$ cat src/sv/crc16_frame_parser_defines.svh
// Assertion macros shared by the frame parser RTL.
// No dependencies; the including module must provide clk and rst_n.
`ifndef CRC16_FRAME_PARSER_DEFINES_SVH
`define CRC16_FRAME_PARSER_DEFINES_SVH

// Same-cycle implication, checked outside reset.
`define CRCFP_ASSERT_IMPLIES(lbl, ante, cons, msg) \
    lbl: assert property (@(posedge clk) disable iff (!rst_n) (ante) |-> (cons)) \
        else $error(msg);

// Next-cycle implication, checked outside reset.
`define CRCFP_ASSERT_NEXT(lbl, ante, cons, msg) \
    lbl: assert property (@(posedge clk) disable iff (!rst_n) (ante) |=> (cons)) \
        else $error(msg);

`endif

$ cat src/sv/crcfp_pkg.sv
// Shared types, constants and the CRC-16/CCITT-FALSE byte step for the frame parser.
// No dependencies; imported by every module of the block.
package crcfp_pkg;

    // Payload store sizing.
    localparam int MAX_PAYLOAD = 32;
    localparam int PAY_AW      = (MAX_PAYLOAD > 1) ? $clog2(MAX_PAYLOAD) : 1;
    localparam logic [7:0] LEN_MAX = 8'(MAX_PAYLOAD);

    // Result field widths.
    localparam int LEN_W = 6;
    localparam int IDX_W = 5;

    // Command queue between the parser and the result sequencer.
    localparam int QUEUE_DEPTH = 4;
    localparam int QUEUE_AW    = 2;

    // CRC constants.
    localparam logic [15:0] CRC_POLY = 16'h1021;
    localparam logic [15:0] CRC_INIT = 16'hFFFF;

    // Configuration register indexes.
    localparam logic [1:0] REG_START_ONE = 2'd0;
    localparam logic [1:0] REG_START_TWO = 2'd1;
    localparam logic [1:0] REG_VERSION   = 2'd2;

    // Result status codes.
    typedef enum logic [2:0] {
        STATUS_NONE    = 3'd0,
        STATUS_GOOD    = 3'd1,
        STATUS_BAD_VER = 3'd2,
        STATUS_BAD_LEN = 3'd3,
        STATUS_BAD_CRC = 3'd4
    } status_t;

    // One command per accepted item, queued for the result sequencer.
    typedef struct packed {
        status_t          status;
        logic [7:0]       frame_type;
        logic [7:0]       frame_seq;
        logic [LEN_W-1:0] frame_length;
    } cmd_t;

    // Payload store write port.
    typedef struct packed {
        logic              en;
        logic [PAY_AW-1:0] addr;
        logic [7:0]        data;
    } pay_wr_t;

    // Status of the result sequencer seen by the parser.
    typedef struct packed {
        logic bursting;
        logic burst_done;
    } back_stat_t;

    // One byte of CRC-16/CCITT-FALSE, MSB first.
    function automatic logic [15:0] crc_step(input logic [15:0] c, input logic [7:0] b);
        logic [15:0] x;
        x = c ^ {b, 8'h00};
        for (int k = 0; k < 8; k++) begin
            if (x[15])
                x = {x[14:0], 1'b0} ^ CRC_POLY;
            else
                x = {x[14:0], 1'b0};
        end
        return x;
    endfunction

endpackage

$ cat src/sv/crc16_frame_parser.sv
// Top level of the framed packet parser with CRC-16/CCITT-FALSE check.
// Depends on crcfp_pkg, crcfp_front, crcfp_queue, crcfp_back and the defines header.
//
// Each input item (a received byte, or a timeout event when s_tuser is set) is taken by
// the parser front end and produces one queued command; the front end keeps taking one
// item per cycle while the four-entry command queue has room and no payload byte is held
// off. The result sequencer turns each command into one result, or, for a good frame with
// a payload, into one result per payload byte, one per cycle while m_tready holds, after
// the first byte is read from the registered payload store. A payload byte of a new frame
// is held off until the previous good frame has finished reading the store. Results carry
// the status in m_tuser and mark the final result of an item with m_tlast. The
// configuration port is always ready.
`include "crc16_frame_parser_defines.svh"

module crc16_frame_parser
    import crcfp_pkg::*;
(
    input  logic        clk,
    input  logic        rst_n,
    input  logic        cfg_valid,
    output logic        cfg_ready,
    input  logic [1:0]  cfg_index,
    input  logic [7:0]  cfg_data,
    input  logic        s_tvalid,
    output logic        s_tready,
    input  logic [7:0]  s_tdata,   // [7:0] rx_byte
    input  logic        s_tuser,   // [0] opcode
    output logic        m_tvalid,
    input  logic        m_tready,
    output logic [39:0] m_tdata,   // [7:0] frame_type, [15:8] frame_seq,
                                   // [21:16] frame_length, [26:22] byte_index,
                                   // [34:27] payload_byte, [39:35] zero
    output logic [2:0]  m_tuser,   // [2:0] status
    output logic        m_tlast    // last
);

    logic       q_full, q_empty, q_push, q_pop;
    cmd_t       push_cmd, pop_cmd;
    pay_wr_t    pay_wr;
    back_stat_t stat;

    // Front end: configuration, parsing and CRC.
    crcfp_front u_front (
        .clk       (clk),
        .rst_n     (rst_n),
        .cfg_valid (cfg_valid),
        .cfg_ready (cfg_ready),
        .cfg_index (cfg_index),
        .cfg_data  (cfg_data),
        .s_tvalid  (s_tvalid),
        .s_tready  (s_tready),
        .s_tdata   (s_tdata),
        .s_tuser   (s_tuser),
        .q_full    (q_full),
        .push      (q_push),
        .push_cmd  (push_cmd),
        .pay_wr    (pay_wr),
        .stat      (stat)
    );

    // Command queue.
    crcfp_queue u_queue (
        .clk      (clk),
        .rst_n    (rst_n),
        .push     (q_push),
        .push_cmd (push_cmd),
        .full     (q_full),
        .pop      (q_pop),
        .pop_cmd  (pop_cmd),
        .empty    (q_empty)
    );

    // Result sequencer with the payload store.
    crcfp_back u_back (
        .clk      (clk),
        .rst_n    (rst_n),
        .pay_wr   (pay_wr),
        .q_empty  (q_empty),
        .q_cmd    (pop_cmd),
        .q_pop    (q_pop),
        .m_tvalid (m_tvalid),
        .m_tready (m_tready),
        .m_tdata  (m_tdata),
        .m_tuser  (m_tuser),
        .m_tlast  (m_tlast),
        .stat     (stat)
    );

    // The store is never written while a burst is reading it.
    `CRCFP_ASSERT_IMPLIES(a_no_write_in_burst, pay_wr.en, !stat.bursting, "payload write during burst")
    // Every accepted item finds room in the queue.
    `CRCFP_ASSERT_IMPLIES(a_queue_room, q_push, !q_full, "command queue overflow")
    // Results other than a good frame are single and therefore last.
    `CRCFP_ASSERT_IMPLIES(a_single_last, m_tvalid && (m_tuser != STATUS_GOOD), m_tlast, "non-good result without last")
    // The end of a burst puts a last result on the output.
    `CRCFP_ASSERT_NEXT(a_burst_end, stat.burst_done, m_tvalid && m_tlast, "burst ended without last result")

endmodule

$ cat src/sv/crcfp_front.sv
// Parser front end: configuration registers, frame state machine and running CRC.
// Depends on crcfp_pkg; pushes one command per item and writes the payload store.
module crcfp_front
    import crcfp_pkg::*;
(
    input  logic       clk,
    input  logic       rst_n,
    input  logic       cfg_valid,
    output logic       cfg_ready,
    input  logic [1:0] cfg_index,
    input  logic [7:0] cfg_data,
    input  logic       s_tvalid,
    output logic       s_tready,
    input  logic [7:0] s_tdata,
    input  logic       s_tuser,
    input  logic       q_full,
    output logic       push,
    output cmd_t       push_cmd,
    output pay_wr_t    pay_wr,
    input  back_stat_t stat
);

    typedef enum logic [8:0] {
        S_SOF1 = 9'b000000001,
        S_SOF2 = 9'b000000010,
        S_VER  = 9'b000000100,
        S_TYPE = 9'b000001000,
        S_SEQ  = 9'b000010000,
        S_LEN  = 9'b000100000,
        S_PAY  = 9'b001000000,
        S_CRCL = 9'b010000000,
        S_CRCH = 9'b100000000
    } pstate_t;

    pstate_t          state_reg, state_next;
    logic [15:0]      crc_reg, crc_next;
    logic [7:0]       low_reg, low_next;
    logic [7:0]       type_reg, type_next;
    logic [7:0]       seq_reg, seq_next;
    logic [LEN_W-1:0] len_reg, len_next;
    logic [LEN_W-1:0] fill_reg, fill_next;
    logic             busy_reg, busy_next;
    logic [7:0]       start_one_reg, start_two_reg, version_reg;
    logic             accept;
    logic             do_clear;
    logic [LEN_W-1:0] fill_inc;
    logic [7:0]       b;

    // Configuration writes are always taken.
    assign cfg_ready = 1'b1;

    always_ff @(posedge clk or negedge rst_n)
    begin
        if (!rst_n)
        begin
            start_one_reg <= 8'd170;
            start_two_reg <= 8'd85;
            version_reg   <= 8'd1;
        end
        else if (cfg_valid)
        begin
            case (cfg_index)
                REG_START_ONE: start_one_reg <= cfg_data;
                REG_START_TWO: start_two_reg <= cfg_data;
                REG_VERSION:   version_reg   <= cfg_data;
                default:       ;
            endcase
        end
    end

    // Payload bytes wait while the previous good frame still reads the store.
    assign s_tready = !q_full && !((state_reg == S_PAY) && busy_reg);
    assign accept   = s_tvalid && s_tready;
    assign push     = accept;
    assign b        = s_tdata;
    assign fill_inc = fill_reg + LEN_W'(1);

    // Next state of the parser for the item on the input.
    always_comb
    begin
        state_next = state_reg;
        crc_next   = crc_reg;
        low_next   = low_reg;
        type_next  = type_reg;
        seq_next   = seq_reg;
        len_next   = len_reg;
        fill_next  = fill_reg;
        do_clear   = 1'b0;
        push_cmd   = '0;
        push_cmd.status = STATUS_NONE;
        pay_wr     = '0;

        if (s_tuser)
        begin
            do_clear   = 1'b1;
            state_next = S_SOF1;
        end
        else
        begin
            case (state_reg)
                S_SOF1:
                begin
                    if (b == start_one_reg)
                        state_next = S_SOF2;
                end
                S_SOF2:
                begin
                    if (b == start_two_reg)
                    begin
                        state_next = S_VER;
                        crc_next   = CRC_INIT;
                    end
                    else if (b != start_one_reg)
                    begin
                        state_next = S_SOF1;
                    end
                end
                S_VER:
                begin
                    if (b != version_reg)
                    begin
                        do_clear        = 1'b1;
                        state_next      = (b == start_one_reg) ? S_SOF2 : S_SOF1;
                        push_cmd.status = STATUS_BAD_VER;
                    end
                    else
                    begin
                        crc_next   = crc_step(crc_reg, b);
                        state_next = S_TYPE;
                    end
                end
                S_TYPE:
                begin
                    type_next  = b;
                    crc_next   = crc_step(crc_reg, b);
                    state_next = S_SEQ;
                end
                S_SEQ:
                begin
                    seq_next   = b;
                    crc_next   = crc_step(crc_reg, b);
                    state_next = S_LEN;
                end
                S_LEN:
                begin
                    crc_next  = crc_step(crc_reg, b);
                    fill_next = '0;
                    if (b > LEN_MAX)
                    begin
                        do_clear        = 1'b1;
                        state_next      = S_SOF1;
                        push_cmd.status = STATUS_BAD_LEN;
                    end
                    else
                    begin
                        len_next   = b[LEN_W-1:0];
                        state_next = (b == 8'd0) ? S_CRCL : S_PAY;
                    end
                end
                S_PAY:
                begin
                    pay_wr.en   = accept;
                    pay_wr.addr = fill_reg[PAY_AW-1:0];
                    pay_wr.data = b;
                    fill_next   = fill_inc;
                    crc_next    = crc_step(crc_reg, b);
                    if (fill_inc >= len_reg)
                        state_next = S_CRCL;
                end
                S_CRCL:
                begin
                    low_next   = b;
                    state_next = S_CRCH;
                end
                S_CRCH:
                begin
                    do_clear   = 1'b1;
                    state_next = S_SOF1;
                    if ({b, low_reg} == crc_reg)
                    begin
                        push_cmd.status       = STATUS_GOOD;
                        push_cmd.frame_type   = type_reg;
                        push_cmd.frame_seq    = seq_reg;
                        push_cmd.frame_length = len_reg;
                    end
                    else
                    begin
                        push_cmd.status = STATUS_BAD_CRC;
                    end
                end
                default:
                begin
                    do_clear   = 1'b1;
                    state_next = S_SOF1;
                end
            endcase
        end

        // Parser reset after a timeout, an error or the end of a frame.
        if (do_clear)
        begin
            crc_next  = CRC_INIT;
            low_next  = '0;
            type_next = '0;
            seq_next  = '0;
            len_next  = '0;
            fill_next = '0;
        end
    end

    // A good frame with payload keeps the store locked until its burst is out.
    always_comb
    begin
        busy_next = busy_reg;
        if (accept && (push_cmd.status == STATUS_GOOD) && (push_cmd.frame_length != '0))
            busy_next = 1'b1;
        else if (stat.burst_done)
            busy_next = 1'b0;
    end

    always_ff @(posedge clk or negedge rst_n)
    begin
        if (!rst_n)
        begin
            state_reg <= S_SOF1;
            crc_reg   <= CRC_INIT;
            low_reg   <= '0;
            type_reg  <= '0;
            seq_reg   <= '0;
            len_reg   <= '0;
            fill_reg  <= '0;
            busy_reg  <= 1'b0;
        end
        else
        begin
            busy_reg <= busy_next;
            if (accept)
            begin
                state_reg <= state_next;
                crc_reg   <= crc_next;
                low_reg   <= low_next;
                type_reg  <= type_next;
                seq_reg   <= seq_next;
                len_reg   <= len_next;
                fill_reg  <= fill_next;
            end
        end
    end

endmodule

$ cat src/sv/crcfp_queue.sv
// Small command queue between the parser and the result sequencer.
// Depends on crcfp_pkg for the command type and depth.
module crcfp_queue
    import crcfp_pkg::*;
(
    input  logic clk,
    input  logic rst_n,
    input  logic push,
    input  cmd_t push_cmd,
    output logic full,
    input  logic pop,
    output cmd_t pop_cmd,
    output logic empty
);

    cmd_t                entry_reg [QUEUE_DEPTH];
    logic [QUEUE_AW-1:0] wptr_reg, rptr_reg;
    logic [QUEUE_AW:0]   count_reg;
    logic                do_push, do_pop;

    assign full    = (count_reg == (QUEUE_AW + 1)'(QUEUE_DEPTH));
    assign empty   = (count_reg == '0);
    assign do_push = push && !full;
    assign do_pop  = pop && !empty;
    assign pop_cmd = entry_reg[rptr_reg];

    // Entry storage.
    always_ff @(posedge clk)
    begin
        if (do_push)
            entry_reg[wptr_reg] <= push_cmd;
    end

    // Pointers and fill count.
    always_ff @(posedge clk or negedge rst_n)
    begin
        if (!rst_n)
        begin
            wptr_reg  <= '0;
            rptr_reg  <= '0;
            count_reg <= '0;
        end
        else
        begin
            if (do_push)
                wptr_reg <= wptr_reg + QUEUE_AW'(1);
            if (do_pop)
                rptr_reg <= rptr_reg + QUEUE_AW'(1);
            if (do_push && !do_pop)
                count_reg <= count_reg + (QUEUE_AW + 1)'(1);
            else if (do_pop && !do_push)
                count_reg <= count_reg - (QUEUE_AW + 1)'(1);
        end
    end

endmodule

$ cat src/sv/crcfp_back.sv
// Result sequencer: payload store, burst reader and output register.
// Depends on crcfp_pkg; pops queued commands and drives the result stream.
module crcfp_back
    import crcfp_pkg::*;
(
    input  logic        clk,
    input  logic        rst_n,
    input  pay_wr_t     pay_wr,
    input  logic        q_empty,
    input  cmd_t        q_cmd,
    output logic        q_pop,
    output logic        m_tvalid,
    input  logic        m_tready,
    output logic [39:0] m_tdata,
    output logic [2:0]  m_tuser,
    output logic        m_tlast,
    output back_stat_t  stat
);

    typedef enum logic [1:0] {
        B_IDLE = 2'b01,
        B_SHOW = 2'b10
    } bstate_t;

    logic [7:0]        mem [MAX_PAYLOAD];
    logic [7:0]        rd_data_reg;
    logic              rd_en;
    logic [PAY_AW-1:0] rd_addr;

    bstate_t           bstate_reg, bstate_next;
    logic [PAY_AW-1:0] k_reg, k_next;
    cmd_t              hold_reg, hold_next;

    logic              ovalid_reg;
    status_t           ostatus_reg;
    logic [7:0]        otype_reg, oseq_reg, obyte_reg;
    logic [LEN_W-1:0]  olen_reg;
    logic [IDX_W-1:0]  oidx_reg;
    logic              olast_reg;

    logic              can_load, load, burst_last;
    status_t           ostatus_next;
    logic [7:0]        otype_next, oseq_next, obyte_next;
    logic [LEN_W-1:0]  olen_next;
    logic [IDX_W-1:0]  oidx_next;
    logic              olast_next;

    // Payload store: one write port, one registered read port.
    always_ff @(posedge clk)
    begin
        if (pay_wr.en)
            mem[pay_wr.addr] <= pay_wr.data;
        if (rd_en)
            rd_data_reg <= mem[rd_addr];
    end

    assign can_load   = !ovalid_reg || m_tready;
    assign burst_last = ((LEN_W'(k_reg) + LEN_W'(1)) == hold_reg.frame_length);

    // Sequencer: single results straight from the queue, bursts through the store.
    always_comb
    begin
        bstate_next  = bstate_reg;
        k_next       = k_reg;
        hold_next    = hold_reg;
        q_pop        = 1'b0;
        rd_en        = 1'b0;
        rd_addr      = '0;
        load         = 1'b0;
        ostatus_next = STATUS_NONE;
        otype_next   = '0;
        oseq_next    = '0;
        olen_next    = '0;
        oidx_next    = '0;
        obyte_next   = '0;
        olast_next   = 1'b1;
        stat         = '0;

        case (bstate_reg)
            B_IDLE:
            begin
                if (!q_empty && can_load)
                begin
                    q_pop = 1'b1;
                    if ((q_cmd.status == STATUS_GOOD) && (q_cmd.frame_length != '0))
                    begin
                        rd_en       = 1'b1;
                        rd_addr     = '0;
                        k_next      = '0;
                        hold_next   = q_cmd;
                        bstate_next = B_SHOW;
                    end
                    else
                    begin
                        load         = 1'b1;
                        ostatus_next = q_cmd.status;
                        otype_next   = q_cmd.frame_type;
                        oseq_next    = q_cmd.frame_seq;
                        olen_next    = q_cmd.frame_length;
                    end
                end
            end
            B_SHOW:
            begin
                stat.bursting = 1'b1;
                if (can_load)
                begin
                    load         = 1'b1;
                    ostatus_next = STATUS_GOOD;
                    otype_next   = hold_reg.frame_type;
                    oseq_next    = hold_reg.frame_seq;
                    olen_next    = hold_reg.frame_length;
                    oidx_next    = IDX_W'(k_reg);
                    obyte_next   = rd_data_reg;
                    olast_next   = burst_last;
                    if (burst_last)
                    begin
                        stat.burst_done = 1'b1;
                        bstate_next     = B_IDLE;
                    end
                    else
                    begin
                        k_next  = k_reg + PAY_AW'(1);
                        rd_en   = 1'b1;
                        rd_addr = k_reg + PAY_AW'(1);
                    end
                end
            end
            default:
            begin
                bstate_next = B_IDLE;
            end
        endcase
    end

    // Control registers.
    always_ff @(posedge clk or negedge rst_n)
    begin
        if (!rst_n)
        begin
            bstate_reg <= B_IDLE;
            ovalid_reg <= 1'b0;
        end
        else
        begin
            bstate_reg <= bstate_next;
            if (load)
                ovalid_reg <= 1'b1;
            else if (m_tready)
                ovalid_reg <= 1'b0;
        end
    end

    // Burst bookkeeping and output payload.
    always_ff @(posedge clk)
    begin
        k_reg    <= k_next;
        hold_reg <= hold_next;
        if (load)
        begin
            ostatus_reg <= ostatus_next;
            otype_reg   <= otype_next;
            oseq_reg    <= oseq_next;
            olen_reg    <= olen_next;
            oidx_reg    <= oidx_next;
            obyte_reg   <= obyte_next;
            olast_reg   <= olast_next;
        end
    end

    assign m_tvalid = ovalid_reg;
    assign m_tuser  = ostatus_reg;
    assign m_tlast  = olast_reg;
    assign m_tdata  = {5'b0, obyte_reg, oidx_reg, olen_reg, oseq_reg, otype_reg};

endmodule
$ cat config.mk
export PLATFORM = sky130hd
export DESIGN_NAME = crc16_frame_parser
export DESIGN_NICKNAME = d
export VERILOG_FILES = /design/src/sv/crcfp_pkg.sv /design/src/sv/crc16_frame_parser.sv /design/src/sv/crcfp_front.sv /design/src/sv/crcfp_queue.sv /design/src/sv/crcfp_back.sv
export VERILOG_INCLUDE_DIRS = /design/src /design/src/sv
export SDC_FILE = /design/constraint.sdc
export NUM_CORES = 1
export LEC_CHECK = 0
export BUFFER_PORTS_ARGS = -buffer_cell sky130_fd_sc_hd__buf_2
export CAP_MARGIN = 0
export CORE_MARGIN = 10
export CORE_UTILIZATION = 49
export CTS_BUF_LIST = sky130_fd_sc_hd__clkbuf_4 sky130_fd_sc_hd__clkbuf_8 sky130_fd_sc_hd__clkbuf_16
export CTS_CLUSTER_DIAMETER = 200
export DETAILED_ROUTE_END_ITERATION = 6
export PLACE_DENSITY = 0.65
export RECOVER_POWER = 25
export SLEW_MARGIN = 10
export SYNTH_ARGS = -nofsm -noshare
export SYNTH_HDL_FRONTEND = slang
export SYNTH_SLANG_ARGS = --single-unit
$ cat constraint.sdc
create_clock -name clk -period 5.6 [get_ports clk]
set_input_delay 0.28 -clock clk [delete_from_list [all_inputs] [get_ports clk]]
set_output_delay 0.28 -clock clk [all_outputs]
set_load 0.02 [all_outputs]
==> results_dict.tcl, run 1 <==
set metrics [dict create \
    fp.dieW_um 234 \
    wirelength_um 52800 \
    max_freq_ghz 0.224 \
    synth_async_sr_flop_share_pct 18.3 \
    violations "capacitance limit, slew limit" \
    synth-edff-count 430 \
    hold_start "s_tdata[4]" \
    ys_seq_area_share_pct 68.4 \
    powerDensity_nw_per_um2 478 \
    routedWlPerCell_um 23.3 \
    synth-seq-cells 526 \
    maxCapViolCount 5 \
    startpoint_type "flop" \
    grt_max_degree 74 \
    initial_core_util_pct 49.5 \
    clkLatencyLatePin_ns 0.62 \
    area_growth_pct 11.4 \
    fin_nets 1670 \
    overflow 0 \
    setup_ws_ns 1.13 \
    synthFlopType "edfxtp_1" \
    grt_use_total_pct 19.5 \
    clock_skew_ns 0.0294 \
    dieArea_um2 54800 \
    finalWeightedCongestion 0.889 \
    status "complete, but fails checks" \
    cts_made_buffers 53 \
    period_share_pct 79.7 \
    worst_slew_pin_slew_ns 3.05 \
    hold_path.class "primary input to flop" \
    dp_slack_ns 1.48 \
    first_pass_iters 5 \
    root_buffer "clkbuf_16" \
    yosysWarnings 0 \
    min_period_ns 4.47 \
    path_clk_slew_ns 0.06 \
    drive_gt1_share_pct 15.1 \
    vdd_drop_max_mv 0.457 \
    critPathMaxFanout 36 \
    relSlewSlack_pct -103 \
    vias 13200 \
    rsz0062_at_grt "false" \
    syn_area_um2 22500 \
    timing.rr.start "u_back.k_reg[1]" \
    clockBufferDepth 3 \
    power_mw 11.9 \
    hold_violations 0 \
    crit_type "flop to flop" \
    rows 78 \
    ctsResizeCount 0 \
    grt_pass1_wl_um 80600 \
    syn-instance-count 1566 \
    port_buffers 64 \
    dieHeight_um 234 \
    numClockSinks 526 \
    antenna_found_initial 2 \
    startpoint "u_back.k_reg[1]" \
    ios 71 \
    end_kind "flop" \
    tns_ns 0 \
    setup_viol 0 \
    slew_viol_final 157 \
    drtIter0Drc 1251 \
    fillers 3645 \
    multi_input_area_um2 6610 \
    largest_reg_flops 256 \
    drc 0 \
    regArea_um2 15300 \
    grt_pass1_vias 13100 \
    arrival_ns 4.83 \
    coreArea_um2 45400 \
    ant_nets 0 \
    antenna-diode-count 0 \
    required_ns 5.97 \
    syn_area_per_cell_um2 14.3 \
    vias_per_cell 5.81 \
    cts_tree "done" \
    htreeDepth 2 \
    ys_types 87 \
    p_leak_nw 8.12 \
    dpl.hpwl_um 34700 \
    whs_ns 0.0800 \
]
final timing paths:
kind | endpoint | slack [ns] | cells past startpoint
worst max-delay path | u_back.rd_data_reg[7] | 1.13 | 10
worst min-delay path | u_front.len_reg[4] | 0.08 | 3
worst max register to register | u_back.rd_data_reg[7] | 1.13 | 10
worst min register to register | u_front.seq_reg[4] | 0.47 | 2
max in group asynchronous | u_front.busy_reg | 1.99 | 3
min in group asynchronous | u_front.version_reg[1] | 1.22 | 2
through the flow:
stage / area, µm² / util [%] / instances
CTS: 25100 / 55.3 / 2272
finish: 25000 / 55.1 / 2272
global placement: 23300 / 51.3 / 2166
global route: 25000 / 55.1 / 2272
floorplan: 22500 / - / 1570
detailed placement: 23300 / 51.3 / 2166
routing by layer:
metal	track usage, %	part of all wire, %	vias to the layer above
li1	-	-	6036
met1	28.1	45	6631
met2	29.0	44	453
met3	4.67	8.0	71
met4	5.32	2.1	2
met5	0	0.028	-
synth_stat cells (all sizes together) (7+ instances only):
cell type	n	area [µm²]
edfxtp	430	12900
nor2	151	574
nand2	102	385
dfrtp	69	1730
a21oi	60	315
o21ai	56	284
and2	55	344
clkbuf	52	195
mux2	48	541
buf	41	260
xor2	41	385
a22oi	39	293
xnor2	39	342
and3	33	206
dfstp	27	709
a211oi	26	195
mux4	26	586
nand3	23	125
mux2i	20	200
nor2b	18	113
inv	16	60.1
ha	15	188
nor3	14	86.3
a2111oi	12	156
nand4	11	68.8
a221oi	10	87.6
o22ai	9	56.3
a221o	8	80.1
a22o	8	70.1
o221ai	8	70.1
nor4	7	56.3
layout by cell type, fill, tap and decap left out, types with 21 or more instances in the layout:
master | Yosys | routed
edfxtp_1 | 430 | 430
nor2_1 | 150 | 149
nand2_1 | 101 | 101
dfrtp_1 | 69 | 69
a21oi_1 | 58 | 58
and2_1 | 54 | 53
clkbuf_16 | 0 | 53
o21ai_0 | 48 | 48
clkbuf_1 | 52 | 47
mux2_2 | 44 | 44
xor2_1 | 39 | 40
a22oi_1 | 39 | 39
xnor2_1 | 39 | 38
and3_1 | 33 | 29
mux4_2 | 26 | 26
a211oi_1 | 26 | 26
buf_2 | 22 | 23
nand3_1 | 21 | 21
where the power goes:
part | switching (mW) | internal [mW]
registers | 0.279 | 4.86
logic | 2.27 | 1.08
clock network | 1.48 | 1.97
area by class of cell:
class	count	share of cell area, %
repair buffers	98	2.09
clock inverters	25	0.905
inverters	17	0.255
multi-input cells	934	26.4
well taps	600	3.00
clock buffers	72	5.95
flip-flops and latches	526	61.4
worst max-delay path: stages (launching register included):
cell and delay [ns]:
edfxtp_1 0.40, ha_1 0.35, nand3_2 0.10, xor2_1 0.67, xor2_4 0.22, a21oi_4 0.68
inv_2 0.50, nor2_1 0.74, a211oi_1 0.13, and4_1 0.24, a31o_1 0.18
cell families (layout without fill, tap and decap cells):
kind of cell	after synthesis	count (layout)	share of synthesized area, %
xor+xnor	81	81	3.34
compound gates	282	282	8.97
buf+inv	110	212	2.31
fa+ha+maj	16	16	0.925
other cells	2	6	0.0334
flops	526	526	68.4
mux	94	94	5.91
simple gates	455	455	10.2
what timing repair did:
item,in CTS,in global routing
hold buffers,9,0
hold endpoints to repair,57,0
buffers inserted,0,0
No activity file was read; power rests on OpenSTA's default activity.
==> run 2, diff against run 1 <==
--- a/config.mk
+++ b/config.mk
@@ -6,6 +6,7 @@
 export SDC_FILE = /design/constraint.sdc
 export NUM_CORES = 1
 export LEC_CHECK = 0
+export ABC_AREA = 1
 export BUFFER_PORTS_ARGS = -buffer_cell sky130_fd_sc_hd__buf_2
 export CAP_MARGIN = 0
 export CORE_MARGIN = 10
@@ -13,7 +14,7 @@
 export CTS_BUF_LIST = sky130_fd_sc_hd__clkbuf_4 sky130_fd_sc_hd__clkbuf_8 sky130_fd_sc_hd__clkbuf_16
 export CTS_CLUSTER_DIAMETER = 200
 export DETAILED_ROUTE_END_ITERATION = 6
-export PLACE_DENSITY = 0.65
+export PLACE_DENSITY = 0.68
 export RECOVER_POWER = 25
 export SLEW_MARGIN = 10
 export SYNTH_ARGS = -nofsm -noshare
==> constraint.sdc (replaced) <==
create_clock -name clk -period 3.7 [get_ports clk]
set_input_delay 0.185 -clock clk [delete_from_list [all_inputs] [get_ports clk]]
set_output_delay 0.185 -clock clk [all_outputs]
set_load 0.02 [all_outputs]
==> results_dict.tcl, run 2 <==
set metrics [dict create \
    dpl_cell_area_um2 25400 \
    fillers 4187 \
    dieArea_um2 58500 \
    stdcell_area_um2 27300 \
    synth.area.top_cells "edfxtp_1 (54%), dfrtp_1 (7.2%), nand2_1 (7.1%)" \
    ys_seq_area_share_pct 63.6 \
    synth-seq-cells 526 \
    arrival_ns 3.86 \
    vias_per_cell 5.41 \
    violations "capacitance limit, slew limit" \
    routedWlPerCell_um 18.2 \
    synth_async_sr_flop_share_pct 18.3 \
    htreeDepth 2 \
    hold_violations 0 \
    ant_nets 0 \
    path_clk_slew_ns 0.06 \
    period_share_pct 91.0 \
    area_growth_pct 13.2 \
    yosysTopAreaCell "edfxtp_1" \
    cts_made_buffers 54 \
    reg2reg_depth 16 \
    rsz0062_at_grt "false" \
    ios 71 \
    drive_gt1_share_pct 10.5 \
    final_cell_mix "nand2_1 (455), edfxtp_1 (430), inv_1 (318)" \
    end_kind "flop" \
    tns_ns 0 \
    hold_depth 4 \
    wirelength_um 57800 \
    dp_slack_ns 0.600 \
    clkLatencyLatePin_ns 0.62 \
    critPathMaxFanout 81 \
    timing.rr.start "u_back.k_reg[0]" \
    hold_start "s_tuser" \
    finalNonFillerCells 3185 \
    min_period_ns 3.37 \
    required_ns 4.19 \
    coreArea_um2 48800 \
    largest_reg_flops 256 \
    fp.dieW_um 242 \
    numClockSinks 526 \
    status "complete, but fails checks" \
    max_freq_ghz 0.297 \
    first_pass_iters 5 \
    grt_max_degree 178 \
    finalWeightedCongestion 0.963 \
    drc 0 \
    vias 17200 \
    yosysWarnings 0 \
    synthFlopType "edfxtp_1" \
    startpoint_type "flop" \
    grt_use_total_pct 19.3 \
    drtIter0Drc 1668 \
    port_buffers 64 \
    root_buffer "clkbuf_16" \
    maxCapViolCount 1 \
    grt_pass1_vias 16700 \
    cts_tree "done" \
    clock_skew_ns 0.0289 \
    antenna_found_initial 1 \
    synth-edff-count 430 \
    hold_path.class "primary input to flop" \
    initial_core_util_pct 49.4 \
    r2r_slack_ns 0.33 \
    p_leak_nw 11.3 \
    hold_end "u_front.state_reg[7]" \
    fin_nets 2515 \
    syn_area_um2 24100 \
    rows 81 \
    cts_setup_buffers 0 \
    grt_pass1_wl_um 91800 \
    ctsResizeCount 0 \
    clockBufferDepth 3 \
    dpl.hpwl_um 36700 \
    syn-instance-count 2393 \
    final_common_cell "nand2_1" \
    setup_ws_ns 0.335 \
    relSlewSlack_pct -31.9 \
    powerDensity_nw_per_um2 718 \
    placedCellCount 3066 \
    yosysMostFrequentCell "nand2_1" \
    vdd_drop_max_mv 0.607 \
    startpoint "u_back.k_reg[0]" \
    overflow 0 \
    rr_endpoint "u_back.rd_data_reg[0]" \
    setup_viol 0 \
    worst_slew_pin_slew_ns 1.98 \
    ys_types 44 \
    synth_common_cells "nand2_1 (454), edfxtp_1 (430), inv_1 (318)" \
    netlist.area_leader.share_pct 53.5 \
    crit_type "flop to flop" \
    slew_viol_final 82 \
    dieHeight_um 242 \
    syn_area_per_cell_um2 10.1 \
]
run 2: cell types whose count changed after synthesis, sizes merged, moves of 38 or more:
cell	before	now
nand3	23	249
a22oi	39	1
inv	16	327
nor2	151	249
and2	55	0
nand4	11	163
mux2	48	0
nand2	102	462
run 2: repair_timing:
item / in CTS / in global routing
hold endpoints to repair: 101 / 0
hold buffers: 17 / 0
endpoints found under the setup margin: 0 / 0
run 2: area by class of cell:
cell class	instances	area, µm²	area share (%)
clock buffer	78	1600	5.85
clock inverter	23	255	0.935
timing repair buffer	159	1050	3.85
antenna	1	2.50	0.00917
multi-input combinational	1404	6980	25.6
inverter	330	1240	4.55
sequential	526	15300	56.2
tap	664	831	3.04
run 2: logic make-up after synthesis:
family                     after synthesis  share of synthesized area (%)
other                                    2                         0.0311
and+or+nand+nor                       1169                           21.9
adders and majority gates               16                          0.861
DFF                                    526                           63.6
buffers and inverters                  467                           7.67
xor gates and xnor gates                61                           2.22
AOI/OAI and AO/OA                      152                           3.66
run 2: worst max path at each step:
stage,endpoint,slack [ns],depth (start not counted)
2_1_floorplan,u_back.rd_data_reg[0],0.34,9
3_3_place_gp,u_back.rd_data_reg[4],0.68,17
3_5_place_dp,u_front.state_reg[0],0.60,14
4_1_cts,u_front.state_reg[0],0.56,14
5_1_grt,u_back.rd_data_reg[7],0.09,16
6_report,u_back.rd_data_reg[0],0.33,16
run 2: per-stage QoR:
| step | utilization, % | hold slack (ns) | total power, mW |
|---|---|---|---|
| after global placement | 52.0 | 0.423 | 14.0 |
| after detailed placement | 52.0 | 0.421 | 14.2 |
| after CTS | 56.1 | 0.00220 | 19.8 |
| after global routing | 55.9 | 0.0141 | 20.7 |
| final | 55.9 | 0.0430 | 19.6 |
| after floorplan | - | -0.111 | 12.3 |
run 2: power breakdown:
part	switching, mW	leakage, nW	internal, mW
clock network	2.28	0.917	3.30
logic	4.38	5.15	1.66
registers	0.407	5.24	7.57
run 2: layer usage:
layer  vias to the layer above  share of wire (%)  GRT usage [%]
met3                        91                7.8           3.14
li1                       8212                  -              -
met2                       682                 47           30.8
met1                      8257                 43           26.9
met5                         -                  0              0
met4                         0                2.1           5.44
run 2: critical path: stages (launching register included):
cell and delay, ns:
edfxtp_1 0.50, ha_1 0.41, inv_1 0.06, nand2_1 0.06, nand2_1 0.05, nor2_1 0.10
nand3_1 0.07, nor2_1 0.10, nand3_1 0.36, nand3_2 0.21, buf_12 0.31, inv_1 0.36
nand3_1 0.19, nand3_1 0.13, nand2_1 0.13, nand2_1 0.06, nand2_1 0.07
==> run 3, diff against run 2 <==
==> constraint.sdc (replaced) <==
create_clock -name clk -period 3.7 [get_ports clk]
set_input_delay 0.37 -clock clk [delete_from_list [all_inputs] [get_ports clk]]
set_output_delay 0.37 -clock clk [all_outputs]
set_load 0.02 [all_outputs]
==> results_dict.tcl, run 3 (synthesized netlist as in run 2, its figures left out) <==
set metrics [dict create \
    rsz0062_at_grt "false" \
    violations "capacitance limit, slew limit" \
    min_period_ns 3.31 \
    drtIter0Drc 1651 \
    finalWeightedCongestion 0.868 \
    r2r_slack_ns 0.39 \
    fillers 4203 \
    timing.rr.start "u_back.k_reg[0]" \
    wirelength_um 56200 \
    worst_slew_pin_slew_ns 2.04 \
    worst_path_max_delay_cell "edfxtp_1" \
    final_cell_mix "nand2_1 (455), edfxtp_1 (430), inv_1 (318)" \
    dpl_cell_area_um2 25400 \
    cts_setup_buffers 0 \
    path_clk_slew_ns 0.06 \
    dieArea_um2 58500 \
    pwr-share-clk_pct 29.0 \
    grt_use_total_pct 18.7 \
    drc 0 \
    required_ns 4.08 \
    clockBufferDepth 3 \
    startpoint "u_back.k_reg[0]" \
    vias_per_cell 5.38 \
    utilization_pct 55.8 \
    fp.dieW_um 242 \
    numClockSinks 526 \
    fin_nets 2506 \
    initial_core_util_pct 49.4 \
    p_comb_share_pct 30.8 \
    cts_tree "done" \
    clkLatencyLatePin_ns 0.62 \
    reg2reg_depth 17 \
    maxCapViolCount 1 \
    startpoint_type "flop" \
    p_seq_share_pct 40.2 \
    p_leak_nw 11.3 \
    powerDensity_nw_per_um2 723 \
    max_freq_ghz 0.302 \
    drive_gt1_share_pct 10.8 \
    end_kind "flop" \
    tns_ns 0 \
    area_growth_pct 13.0 \
    slew_viol_final 78 \
    vias 17100 \
    grt_pass1_vias 16200 \
    path_cells "ha_1 -> inv_1 -> nand2_1 -> nand2_1 -> nor2_1 -> nand3_1 -> nor2_1 -> nand3_4 -> nand3_2 -> buf_4 -> nand2_1 -> nand3_1 -> nand3_1 -> nand3_1 -> nand2_1 -> nand2_1 -> nand2_1" \
    rr_endpoint "u_back.rd_data_reg[2]" \
    hold_violations 0 \
    status "complete, but fails checks" \
    cpPeakStageDelay_ns 0.50 \
    largest_reg_flops 256 \
    critPathMaxFanout 33 \
    rows 81 \
    regArea_um2 15300 \
    arrival_ns 3.69 \
    dp_slack_ns 0.472 \
    first_pass_iters 7 \
    cpMostUsedCell "nand2_1" \
    internal_power_mw 12.6 \
    crit_path_end "u_back.rd_data_reg[2]" \
    vdd_drop_max_mv 0.567 \
    p_switching_mw 7.07 \
    htreeDepth 2 \
    period_share_pct 89.4 \
    grt_pass1_wl_um 88200 \
    overflow 0 \
    coreArea_um2 48800 \
    ios 71 \
    relSlewSlack_pct -36.0 \
    dpl.hpwl_um 35000 \
    crit_type "flop to flop" \
    hold_path.class "primary input to flop" \
    final_common_cell "nand2_1" \
    stdcell_area_um2 27300 \
    clock_skew_ns 0.0274 \
    port_buffers 64 \
    ant_nets 0 \
    switching_share_pct 35.9 \
    root_buffer "clkbuf_16" \
    multi_input_area_um2 7000 \
    antenna_found_initial 1 \
    cts_made_buffers 54 \
    setup_viol 0 \
    dieHeight_um 242 \
    setup_ws_ns 0.392 \
    routedWlPerCell_um 17.7 \
    grt_max_degree 178 \
]
## run 3: cell count changes in the layout (fill, tap and decap cells not counted), sizes merged, moves of 2 or more
cell and delta:
buf +7, bufinv +5, clkbuf -15, clkinv +5, clkinvlp -2, dlygate4sd3 -12
## run 3: power by group through the flow
stage          clock network, mW  logic (mW)  registers [mW]
2_1_floorplan                  0        4.01            8.27
3_3_place_gp                   0        5.99            8.02
3_5_place_dp                   0        6.11            8.05
4_1_cts                     5.80        6.14            7.93
5_1_grt                     6.04        6.73            8.01
6_report                    5.71        6.07            7.93
## run 3: cell type report
cell class              instances  share of cell area (%)
clock buffers                  67                    5.32
well taps                     664                    3.05
flip-flops and latches        526                    56.3
repair buffers                150                    3.43
diodes                          1                 0.00918
clock inverters                32                    1.66
multi-input cells            1404                    25.7
inverters                     330                    4.55
## run 3: worst min-delay path by stage
stage                   startpoint                  endpoint  slack, ns  cells after the start
3_3_place_gp   u_front.type_reg[6]       u_front.type_reg[6]       0.46                      2
2_1_floorplan                rst_n      u_back.bstate_reg[1]       0.07                      0
4_1_cts                cfg_data[5]  u_front.start_one_reg[5]      0.007                      3
6_report               cfg_data[5]  u_front.start_one_reg[5]       0.04                      3
3_5_place_dp    u_front.len_reg[2]        u_front.len_reg[2]       0.46                      2
5_1_grt                cfg_data[2]  u_front.start_two_reg[2]       0.05                      3
## run 3: repair_timing
action,CTS,global route
setup endpoints to repair,0,0
endpoints found under the hold margin,55,0
hold buffers,5,0
gates resized for setup,0,0
## run 3: critical path, delay by kind of cell, from the launching register on
family        cells  cell delay [ns]
simple gates     14             1.69
fa+ha+maj         1             0.41
flops             1             0.50
buf+inv           2             0.46
## run 3: metrics by stage
| stage | cells | hold WS (ns) | power (mW) |
|---|---|---|---|
| after floorplan | 2397 | 0.0744 | 12.3 |
| after global placement | 3069 | 0.455 | 14.0 |
| after detailed placement | 3069 | 0.460 | 14.2 |
| after CTS | 3173 | 0.00707 | 19.9 |
| after global routing | 3173 | 0.0457 | 20.8 |
| final | 3174 | 0.0361 | 19.7 |
## run 3: metal layers
layer	global-route usage (%)	part of all wire [%]	up-vias
li1	-	-	8202
met1	25.9	44	8163
met2	29.7	46	629
met3	3.42	7.3	95
met4	5.16	2.2	0
met5	0	0	-
